<file path="src/sv/tff_pkg.sv">
`timescale 1ns / 1ps
// ----------------------------------------------------------------------------
// tff_pkg
// Shared types and constants for the TLV field finder: result kinds, the
// result record and the per-byte push bundle from parser to result queue.
// ----------------------------------------------------------------------------
package tff_pkg;

  localparam int unsigned OFFSET_W          = 20;
  localparam int unsigned LEN_W             = 16;
  localparam int unsigned OFFSET_RANGE      = 1 << OFFSET_W;
  localparam int unsigned MAX_MESSAGE_BYTES = 1048576;
  localparam int unsigned RES_FIFO_DEPTH    = 4;
  localparam logic [3:0]  NIBBLE_MASK       = 4'h F;

  typedef enum logic [1:0] {
    KIND_MATCH     = 2'd0,
    KIND_END_OK    = 2'd1,
    KIND_END_NONE  = 2'd2,
    KIND_END_TRUNC = 2'd3
  } tff_kind_e;

  typedef struct packed {
    tff_kind_e           kind;
    logic [OFFSET_W-1:0] value_offset;
    logic [LEN_W-1:0]    value_length;
    logic                end_of_message;
  } tff_result_t;

  // Up to two results per byte: a match first, then the end status.
  typedef struct packed {
    logic        match_v;
    logic        end_v;
    tff_result_t match_r;
    tff_result_t end_r;
  } tff_push_t;

endpackage

</file>
<file path="src/sv/tff_parser.sv">
`timescale 1ns / 1ps
// ----------------------------------------------------------------------------
// tff_parser
// Per-byte TLV header/value tracker. Updates the parse state for each
// accepted byte and emits at most a match record and an end status.
// ----------------------------------------------------------------------------
module tff_parser #(
  parameter int unsigned MAX_MESSAGE_BYTES = tff_pkg::MAX_MESSAGE_BYTES
) (
  input  logic               clk_i,
  input  logic               rst_ni,
  input  logic               accept_i,
  input  logic               mode_i,
  input  logic [7:0]         data_byte_i,
  input  logic               last_byte_i,
  input  logic [3:0]         sought_id_i,
  input  logic [3:0]         sought_type_i,
  output tff_pkg::tff_push_t push_o
);
  import tff_pkg::*;

  localparam int unsigned MSG_LIMIT =
    (MAX_MESSAGE_BYTES < OFFSET_RANGE) ? MAX_MESSAGE_BYTES : OFFSET_RANGE;
  // position saturates at the limit, so it must hold the limit itself
  localparam int unsigned POS_W = $clog2(MSG_LIMIT + 1);

  typedef enum logic [1:0] {
    PH_TAG,
    PH_LEN_HI,
    PH_LEN_LO,
    PH_VALUE
  } phase_e;

  phase_e              phase_q, phase_d;
  logic [POS_W-1:0]    pos_q, pos_d;
  logic [7:0]          len_hi_q, len_hi_d;
  logic [LEN_W-1:0]    rem_q, rem_d;
  logic [OFFSET_W-1:0] start_q, start_d;
  logic [LEN_W-1:0]    size_q, size_d;
  logic                match_q, match_d;
  logic                found_q, found_d;
  logic                ovf_q, ovf_d;

  logic                complete;
  logic                truncated;
  logic [LEN_W-1:0]    rem_dec;
  tff_kind_e           end_kind;

  always_comb begin
    phase_d   = phase_q;
    pos_d     = pos_q;
    len_hi_d  = len_hi_q;
    rem_d     = rem_q;
    start_d   = start_q;
    size_d    = size_q;
    match_d   = match_q;
    found_d   = found_q;
    ovf_d     = ovf_q;
    complete  = 1'b0;
    truncated = 1'b0;
    end_kind  = KIND_END_NONE;
    rem_dec   = rem_q - LEN_W'(1);
    push_o    = '0;

    if (accept_i) begin
      ovf_d = ovf_q | (pos_q >= POS_W'(MSG_LIMIT));
      if (!ovf_d) begin
        unique case (phase_q)
          PH_TAG: begin
            match_d = ((data_byte_i[7:4] & NIBBLE_MASK) == sought_id_i)
                    && ((data_byte_i[3:0] & NIBBLE_MASK) == sought_type_i);
            phase_d = PH_LEN_HI;
          end
          PH_LEN_HI: begin
            len_hi_d = data_byte_i;
            phase_d  = PH_LEN_LO;
          end
          PH_LEN_LO: begin
            size_d  = {len_hi_q, data_byte_i};
            start_d = OFFSET_W'((OFFSET_W + 1)'(pos_q) + (OFFSET_W + 1)'(1));
            rem_d   = {len_hi_q, data_byte_i};
            if ({len_hi_q, data_byte_i} == '0) begin
              complete = 1'b1;
              phase_d  = PH_TAG;
            end else begin
              phase_d = PH_VALUE;
            end
          end
          PH_VALUE: begin
            rem_d = rem_dec;
            if (rem_dec == '0) begin
              complete = 1'b1;
              phase_d  = PH_TAG;
            end
          end
          default: phase_d = PH_TAG;
        endcase
        pos_d = pos_q + POS_W'(1);
      end

      // tag byte never completes, so match_d is settled here
      if (complete && match_d && (mode_i || !found_q)) begin
        push_o.match_v = 1'b1;
        push_o.match_r = '{KIND_MATCH, start_d, size_d, 1'b0};
        found_d        = 1'b1;
      end

      if (last_byte_i) begin
        truncated = (phase_d == PH_VALUE);
        if (ovf_d) begin
          end_kind = KIND_END_TRUNC;
        end else if (mode_i) begin
          end_kind = truncated ? KIND_END_TRUNC : KIND_END_OK;
        end else if (found_d) begin
          end_kind = KIND_END_OK;
        end else begin
          end_kind = truncated ? KIND_END_TRUNC : KIND_END_NONE;
        end
        push_o.end_v = 1'b1;
        push_o.end_r = '{end_kind, '0, '0, 1'b1};
        // fresh message
        phase_d  = PH_TAG;
        pos_d    = '0;
        len_hi_d = '0;
        rem_d    = '0;
        start_d  = '0;
        size_d   = '0;
        match_d  = 1'b0;
        found_d  = 1'b0;
        ovf_d    = 1'b0;
      end
    end
  end

  always_ff @(posedge clk_i or negedge rst_ni) begin
    if (!rst_ni) begin
      phase_q  <= PH_TAG;
      pos_q    <= '0;
      len_hi_q <= '0;
      rem_q    <= '0;
      start_q  <= '0;
      size_q   <= '0;
      match_q  <= 1'b0;
      found_q  <= 1'b0;
      ovf_q    <= 1'b0;
    end else begin
      phase_q  <= phase_d;
      pos_q    <= pos_d;
      len_hi_q <= len_hi_d;
      rem_q    <= rem_d;
      start_q  <= start_d;
      size_q   <= size_d;
      match_q  <= match_d;
      found_q  <= found_d;
      ovf_q    <= ovf_d;
    end
  end

endmodule

</file>
<file path="src/sv/tff_result_fifo.sv">
`timescale 1ns / 1ps
// ----------------------------------------------------------------------------
// tff_result_fifo
// Small result queue. Takes up to two records per cycle (match, then end
// status) and hands out one record per output transfer.
// ----------------------------------------------------------------------------
module tff_result_fifo (
  input  logic                 clk_i,
  input  logic                 rst_ni,
  input  tff_pkg::tff_push_t   push_i,
  input  logic                 pop_i,
  output logic                 room_o,
  output logic                 valid_o,
  output tff_pkg::tff_result_t head_o
);
  import tff_pkg::*;

  localparam int unsigned PTR_W = $clog2(RES_FIFO_DEPTH);
  localparam int unsigned CNT_W = $clog2(RES_FIFO_DEPTH + 1);

  tff_result_t      mem_q [RES_FIFO_DEPTH];
  logic [PTR_W-1:0] wr_ptr_q, wr_ptr_d;
  logic [PTR_W-1:0] rd_ptr_q, rd_ptr_d;
  logic [CNT_W-1:0] count_q, count_d;
  logic [PTR_W-1:0] end_addr;
  logic [1:0]       n_push;
  logic             pop;

  assign pop      = pop_i & valid_o;
  assign n_push   = {1'b0, push_i.match_v} + {1'b0, push_i.end_v};
  assign end_addr = wr_ptr_q + PTR_W'(push_i.match_v);
  assign wr_ptr_d = wr_ptr_q + PTR_W'(n_push);
  assign rd_ptr_d = rd_ptr_q + PTR_W'(pop);
  assign count_d  = count_q + CNT_W'(n_push) - CNT_W'(pop);

  // a byte may add two records, so keep two slots free
  assign room_o  = count_q <= CNT_W'(RES_FIFO_DEPTH - 2);
  assign valid_o = count_q != '0;
  assign head_o  = mem_q[rd_ptr_q];

  always_ff @(posedge clk_i) begin
    if (push_i.match_v) begin
      mem_q[wr_ptr_q] <= push_i.match_r;
    end
    if (push_i.end_v) begin
      mem_q[end_addr] <= push_i.end_r;
    end
  end

  always_ff @(posedge clk_i or negedge rst_ni) begin
    if (!rst_ni) begin
      wr_ptr_q <= '0;
      rd_ptr_q <= '0;
      count_q  <= '0;
    end else begin
      wr_ptr_q <= wr_ptr_d;
      rd_ptr_q <= rd_ptr_d;
      count_q  <= count_d;
    end
  end

  a_count_bound : assert property (@(posedge clk_i) disable iff (!rst_ni)
    count_q <= CNT_W'(RES_FIFO_DEPTH))
    else $error("result queue count out of range");

  a_push_has_room : assert property (@(posedge clk_i) disable iff (!rst_ni)
    (push_i.match_v || push_i.end_v) |-> room_o)
    else $error("result pushed without two free slots");

  a_count_tracks : assert property (@(posedge clk_i) disable iff (!rst_ni)
    (n_push == 2'd0 && !pop) |=> $stable(count_q))
    else $error("result count moved with no push or pop");

  a_pointer_gap : assert property (@(posedge clk_i) disable iff (!rst_ni)
    (count_q == '0) |-> (wr_ptr_q == rd_ptr_q))
    else $error("empty queue with unequal pointers");

endmodule

</file>
<file path="src/sv/tlv_field_finder.sv">
`timescale 1ns / 1ps
// ----------------------------------------------------------------------------
// tlv_field_finder
// Streaming TLV parser that locates records by field id and type code.
// ----------------------------------------------------------------------------
// Takes one message byte per cycle (tag, 16-bit big-endian length, value)
// and reports matching records with their value offset and length, plus an
// end status on the last byte of each message. Each byte is handled in the
// cycle it is accepted; results go through a four-entry queue, so the input
// sustains one byte per clock while the output side keeps up. in_stall_o
// rises only when fewer than two queue slots are free, which happens only
// when the output is held off (the last byte of a message can add two
// records at once). Each result is registered in the queue before it is output.
module tlv_field_finder #(
  parameter int unsigned MAX_MESSAGE_BYTES = tff_pkg::MAX_MESSAGE_BYTES
) (
  input  logic                         clk_i,
  input  logic                         rst_ni,
  input  logic                         in_valid_i,
  output logic                         in_stall_o,
  input  logic                         mode_i,
  input  logic [7:0]                   data_byte_i,
  input  logic                         last_byte_i,
  input  logic [3:0]                   sought_id_i,
  input  logic [3:0]                   sought_type_i,
  output logic                         out_valid_o,
  input  logic                         out_stall_i,
  output logic [1:0]                   kind_o,
  output logic [tff_pkg::OFFSET_W-1:0] value_offset_o,
  output logic [tff_pkg::LEN_W-1:0]    value_length_o,
  output logic                         end_of_message_o
);
  import tff_pkg::*;

  tff_push_t   push;
  tff_result_t head;
  logic        room;
  logic        accept;

  assign in_stall_o = ~room;
  assign accept     = in_valid_i & room;

  tff_parser #(
    .MAX_MESSAGE_BYTES(MAX_MESSAGE_BYTES)
  ) u_parser (
    .clk_i        (clk_i),
    .rst_ni       (rst_ni),
    .accept_i     (accept),
    .mode_i       (mode_i),
    .data_byte_i  (data_byte_i),
    .last_byte_i  (last_byte_i),
    .sought_id_i  (sought_id_i),
    .sought_type_i(sought_type_i),
    .push_o       (push)
  );

  tff_result_fifo u_fifo (
    .clk_i  (clk_i),
    .rst_ni (rst_ni),
    .push_i (push),
    .pop_i  (~out_stall_i),
    .room_o (room),
    .valid_o(out_valid_o),
    .head_o (head)
  );

  assign kind_o           = head.kind;
  assign value_offset_o   = head.value_offset;
  assign value_length_o   = head.value_length;
  assign end_of_message_o = head.end_of_message;

endmodule

</file>
<file path="config.mk">
export PLATFORM = sky130hd
export DESIGN_NAME = tlv_field_finder
export DESIGN_NICKNAME = d
export VERILOG_FILES = /design/src/sv/tff_pkg.sv /design/src/sv/tff_parser.sv /design/src/sv/tff_result_fifo.sv /design/src/sv/tlv_field_finder.sv
export SDC_FILE = /design/constraint.sdc
export NUM_CORES = 1
export LEC_CHECK = 0
export ABC_AREA = 0
export ABC_CLOCK_PERIOD_IN_PS = 9900
export BUFFER_PORTS_ARGS = -buffer_cell sky130_fd_sc_hd__buf_2
export CAP_MARGIN = 20
export CORE_MARGIN = 1
export CORE_UTILIZATION = 45
export DETAILED_ROUTE_END_ITERATION = 10
export GPL_ROUTABILITY_DRIVEN = 0
export HOLD_SLACK_MARGIN = 0.06
export SLEW_MARGIN = 30
export SYNTH_ARGS = -nofsm -noshare
export SYNTH_HDL_FRONTEND = slang
export SYNTH_SLANG_ARGS = --single-unit
</file>
<file path="constraint.sdc">
create_clock -name clk_i -period 9.9 [get_ports clk_i]
set_input_delay 0 -clock clk_i [delete_from_list [all_inputs] [get_ports clk_i]]
set_output_delay 0 -clock clk_i [all_outputs]
set_load 0.05 [all_outputs]
</file>
==> reports/results.md <==
| Item | Value |
|---|---|
| Layout cell share with drive strength beyond 1 | 0.165 |
| Async set-or-reset flop fraction in the synthesized netlist | 0.373 |
| Clock root buffer | sky130_fd_sc_hd__clkbuf_16 |
| CP Class | flop to flop |
| CTS tree | built |
| Clock Skews | 0.0244 ns |
| Largest fanout of any net on the critical path | 78 |
| Cell type with the highest aggregate area in the netlist | sky130_fd_sc_hd__dfxtp_1 |
| All-layer global routing usage | 0.247 |
| P&R area growth vs syn | 12.2% |
| Leak pwr | 5.45 nW |
| Ratio of routed vias to standard cells | 6.23 |
| Count of flip-flops with a built-in enable after synthesis | 12 |
| Final worst hold slack | 0.324 ns |
| DR vias | 10300 |
| Inserted Diodes | 0 |
| Yosys reg bits | 249 |
| CTS clk-pin slew, worst paths | 0.06 ns |
| Setup TNS Final | 0 ns |
| Most common cell after layout, fill and taps aside | sky130_fd_sc_hd__o21ai_0 |
| Commonest non-fill, non-tap cells in the layout | 166 x sky130_fd_sc_hd__o21ai_0, 144 x sky130_fd_sc_hd__dfxtp_1, 91 x sky130_fd_sc_hd__dfrtp_1, 88 x sky130_fd_sc_hd__a21oi_1, 87 x sky130_fd_sc_hd__nand2_1 |
| Wire length of the first global-routing pass | 55700 um |
| Post-Place Setup Slack | 4.51 ns |
| Number of antenna violations at the first check in global routing | 0 |
| Final max-slew violation count | 0 |
| Post-route minimum period | 5.46 ns |
| Detailed-route wire length | 34500 um |
| Post-layout net count | 1317 |
| Number of gates resized after cts | 0 |
| Starting utilization of the core area | 0.458 |
| Cell area power density | 245 nW/um2 |
| Predominant post-synthesis flop cell | sky130_fd_sc_hd__dfxtp_1 |
| Count of H-tree levels built during CTS | 1 |
| FILL cells | 2472 |
| Gr ovfl total | 0 |
| Number of remaining DRC errors | 0 |
| Violation count after the first detailed-routing iteration | 1094 |
| Worst supply voltage drop on vdd | 0.141 mV |
| Final setup violation count | 0 |
| Final standard cell area without fillers | 13800 um2 |
| CP startpoint kind | flop |
| Die Ht | 167 um |
| WP data arrival | 5.95 ns |
| Net count after synthesis | 1309 |
| Total length of routed met3 wires | 2160 um |
| Num CTS Buffers | 28 |
| Clk sink count | 249 |
| Worst path setup slack after routing | 4.44 ns |
| Setup repair after global routing missed its margin | false |
| TritonRoute pass-1 iters | 8 |
| FMAX | 183 MHz |
| Run status | completed |
| Yosys top cell area share | 0.234 |
| Number of global-route vias before repair | 9999 |
| Area enclosed by the die boundary | 28000 um2 |
| Buffer depth of the longest clock path | 3 |
| Port Buffer Count | 62 |
| Cell count after placement | 1577 |
| Post-layout instance count excluding filler cells | 1647 |
| Standard cell area after detailed placement | 12600 um2 |
| Mean routed wirelength per cell | 21.0 um |
| Post-Synthesis Mean Instance Area | 9.64 um2 |
| Syn Inst Count | 1276 |
| Slew at the pin with the worst max-slew slack | 0.993 ns |
| Synthesized cell area | 12300 um2 |
| Final Cycle Share | 0.551 |
| Number of ports placed on the die boundary | 63 |
| Number of max-cap violations | 0 |
| Clock latency reported for the late side of the worst-skew pair | 0.55 ns |
| DR WL met2 | 16300 um |
| Yosys warning total | 0 |
| Count of antenna-violating nets left after detailed routing | 0 |
| Hold Fails Final Rpt | 0 |
| Total routed wire length on the met1 layer | 15000 um |
| Placeable Area | 26900 um2 |
| Share of synthesized area occupied by flip-flops and latches | 0.453 |
| Highest metal layer used by the detailed router | met4 |
| Num rows | 60 |
| Max transition margin | 0.338 |
| Placed wire-length estimate | 20700 um |
| Cell types with the largest area share after synthesis | sky130_fd_sc_hd__dfxtp_1 23%, sky130_fd_sc_hd__dfrtp_1 19%, sky130_fd_sc_hd__mux4_2 7.1% |
| Data required time at the worst endpoint | 10.39 ns |
| Hold crit path type | input pin to flop |
| Type of element capturing the critical path | flop |
| Maximum number of pins on one net before global-route repair | 98 |
| Number of distinct library cell variants in the gate-level netlist after synthesis | 72 |
| Width of the chip | 167 um |
## worst max-delay path: stages (launching register included)
cell and delay (ns):
sky130_fd_sc_hd__dfrtp_1 0.45, sky130_fd_sc_hd__inv_1 0.09, sky130_fd_sc_hd__ha_1 0.40, sky130_fd_sc_hd__nor4b_4 0.40, sky130_fd_sc_hd__xnor2_1 0.17, sky130_fd_sc_hd__a22oi_1 0.09
sky130_fd_sc_hd__nor3_2 0.32, sky130_fd_sc_hd__a31o_2 0.23, sky130_fd_sc_hd__buf_4 0.63, sky130_fd_sc_hd__and2_1 0.28, sky130_fd_sc_hd__ha_1 0.21, sky130_fd_sc_hd__xor2_1 0.19
sky130_fd_sc_hd__or3_1 0.73, sky130_fd_sc_hd__inv_2 0.57, sky130_fd_sc_hd__nor4_1 0.43, sky130_fd_sc_hd__a31o_2 0.16
## layout make-up
class                           instances  area [um2]  share of cell area
Multi-Input combinational cell        892        6110               0.442
Sequential cell                       249        5570               0.404
Clock buffer                           41         927              0.0672
Timing Repair Buffer                   95         616              0.0446
Tap cell                              341         427              0.0309
Clock inverter                         11        87.6             0.00634
Inverter                               18        67.6             0.00489
## registers in the layout, summed over array words and instances, names as in the netlist
name	count
u_parser.size_q	16
u_parser.rem_q	16
u_fifo.rd_ptr_q	2
u_parser.phase_q	2
u_parser.found_q	1
u_parser.start_q	20
u_parser.match_q	1
u_fifo.wr_ptr_q	2
u_fifo.count_q	3
u_parser.pos_q	21
u_parser.ovf_q	1
u_parser.len_hi_q	8
u_fifo.mem_q	156
## path summary, 6_finish.rpt
| check | start | end | slack [ns] | cells after the start |
|---|---|---|---|---|
| setup reg to reg | u_parser.rem_q[0] | u_fifo.mem_q[0][10] | 4.44 | 15 |
| hold reg to reg | u_fifo.mem_q[2][24] | u_fifo.mem_q[2][24] | 0.47 | 2 |
| max in group asynchronous | rst_ni | u_fifo.rd_ptr_q[1] | 8.67 | 4 |
| min in group asynchronous | rst_ni | u_parser.rem_q[1] | 0.48 | 4 |
| setup / recovery | u_parser.rem_q[0] | u_fifo.mem_q[0][10] | 4.44 | 15 |
| hold / removal | data_byte_i[5] | u_parser.len_hi_q[5] | 0.32 | 3 |
## metrics by stage
step	power [W]	utilization
finish	0.00338	0.514
detailed placement	0.00227	0.469
global route	0.00355	0.514
CTS	0.00339	0.514
floorplan	0.00202	-
global placement	0.00226	0.469
## power by group
part           total (W)  switching, W  internal, W  leakage (nW)
sequential       0.00122      0.000124      0.00110          2.53
clock            0.00112      0.000440     0.000677         0.509
combinational    0.00104      0.000681     0.000360          2.41
## per-layer routing
metal  GRT usage  up-vias
met3      0.0350       67
met5           0        -
met2       0.403      351
met1       0.339     5062
li1            -     4785
met4      0.0786        0
## synthesized netlist by cell type, types with 3 or more instances
cell and count:
sky130_fd_sc_hd__a31o_2 15, sky130_fd_sc_hd__clkbuf_1 72, sky130_fd_sc_hd__or3_1 5, sky130_fd_sc_hd__ha_1 10, sky130_fd_sc_hd__and4_1 3, sky130_fd_sc_hd__dfxtp_1 144
sky130_fd_sc_hd__a31oi_1 3, sky130_fd_sc_hd__dfrtp_1 93, sky130_fd_sc_hd__o211ai_1 37, sky130_fd_sc_hd__nand2_4 3, sky130_fd_sc_hd__and3b_1 3, sky130_fd_sc_hd__nor2_1 60
sky130_fd_sc_hd__nor4_1 46, sky130_fd_sc_hd__clkbuf_2 7, sky130_fd_sc_hd__mux2i_1 23, sky130_fd_sc_hd__nor3_1 15, sky130_fd_sc_hd__buf_1 7, sky130_fd_sc_hd__mux4_2 39
sky130_fd_sc_hd__nand3_1 83, sky130_fd_sc_hd__buf_2 10, sky130_fd_sc_hd__edfxtp_1 12, sky130_fd_sc_hd__o21ai_1 5, sky130_fd_sc_hd__buf_4 13, sky130_fd_sc_hd__a31o_1 23
sky130_fd_sc_hd__inv_1 14, sky130_fd_sc_hd__xnor2_1 22, sky130_fd_sc_hd__a21oi_1 88, sky130_fd_sc_hd__xor2_1 13, sky130_fd_sc_hd__buf_6 7, sky130_fd_sc_hd__nor2b_1 7
sky130_fd_sc_hd__nand2_1 87, sky130_fd_sc_hd__and2_1 6, sky130_fd_sc_hd__and3_1 10, sky130_fd_sc_hd__o31ai_1 44, sky130_fd_sc_hd__a22o_1 28, sky130_fd_sc_hd__nor3_2 4
sky130_fd_sc_hd__inv_2 4, sky130_fd_sc_hd__o21ai_0 166, sky130_fd_sc_hd__nand4_1 5
## kinds of logic (layout without fill, tap and decap cells)
group,count (synthesis),count (layout),share of synthesized area
multiplexers,62,62,0.0901
buffers and inverters,135,165,0.0521
flip-flops,249,249,0.453
XOR/XNOR,35,35,0.0249
AO/OA/AOI/OAI,427,427,0.217
adder cells (fa/ha/maj),11,11,0.0118
AND/OR/NAND/NOR,357,357,0.152
## timing repair
action / 4_1_cts / 5_1_grt
hold buffers: 18 / 0
buffers inserted: 0 / 0
hold endpoints to repair: 69 / 0
No activity file was read; power rests on OpenSTA's default activity.
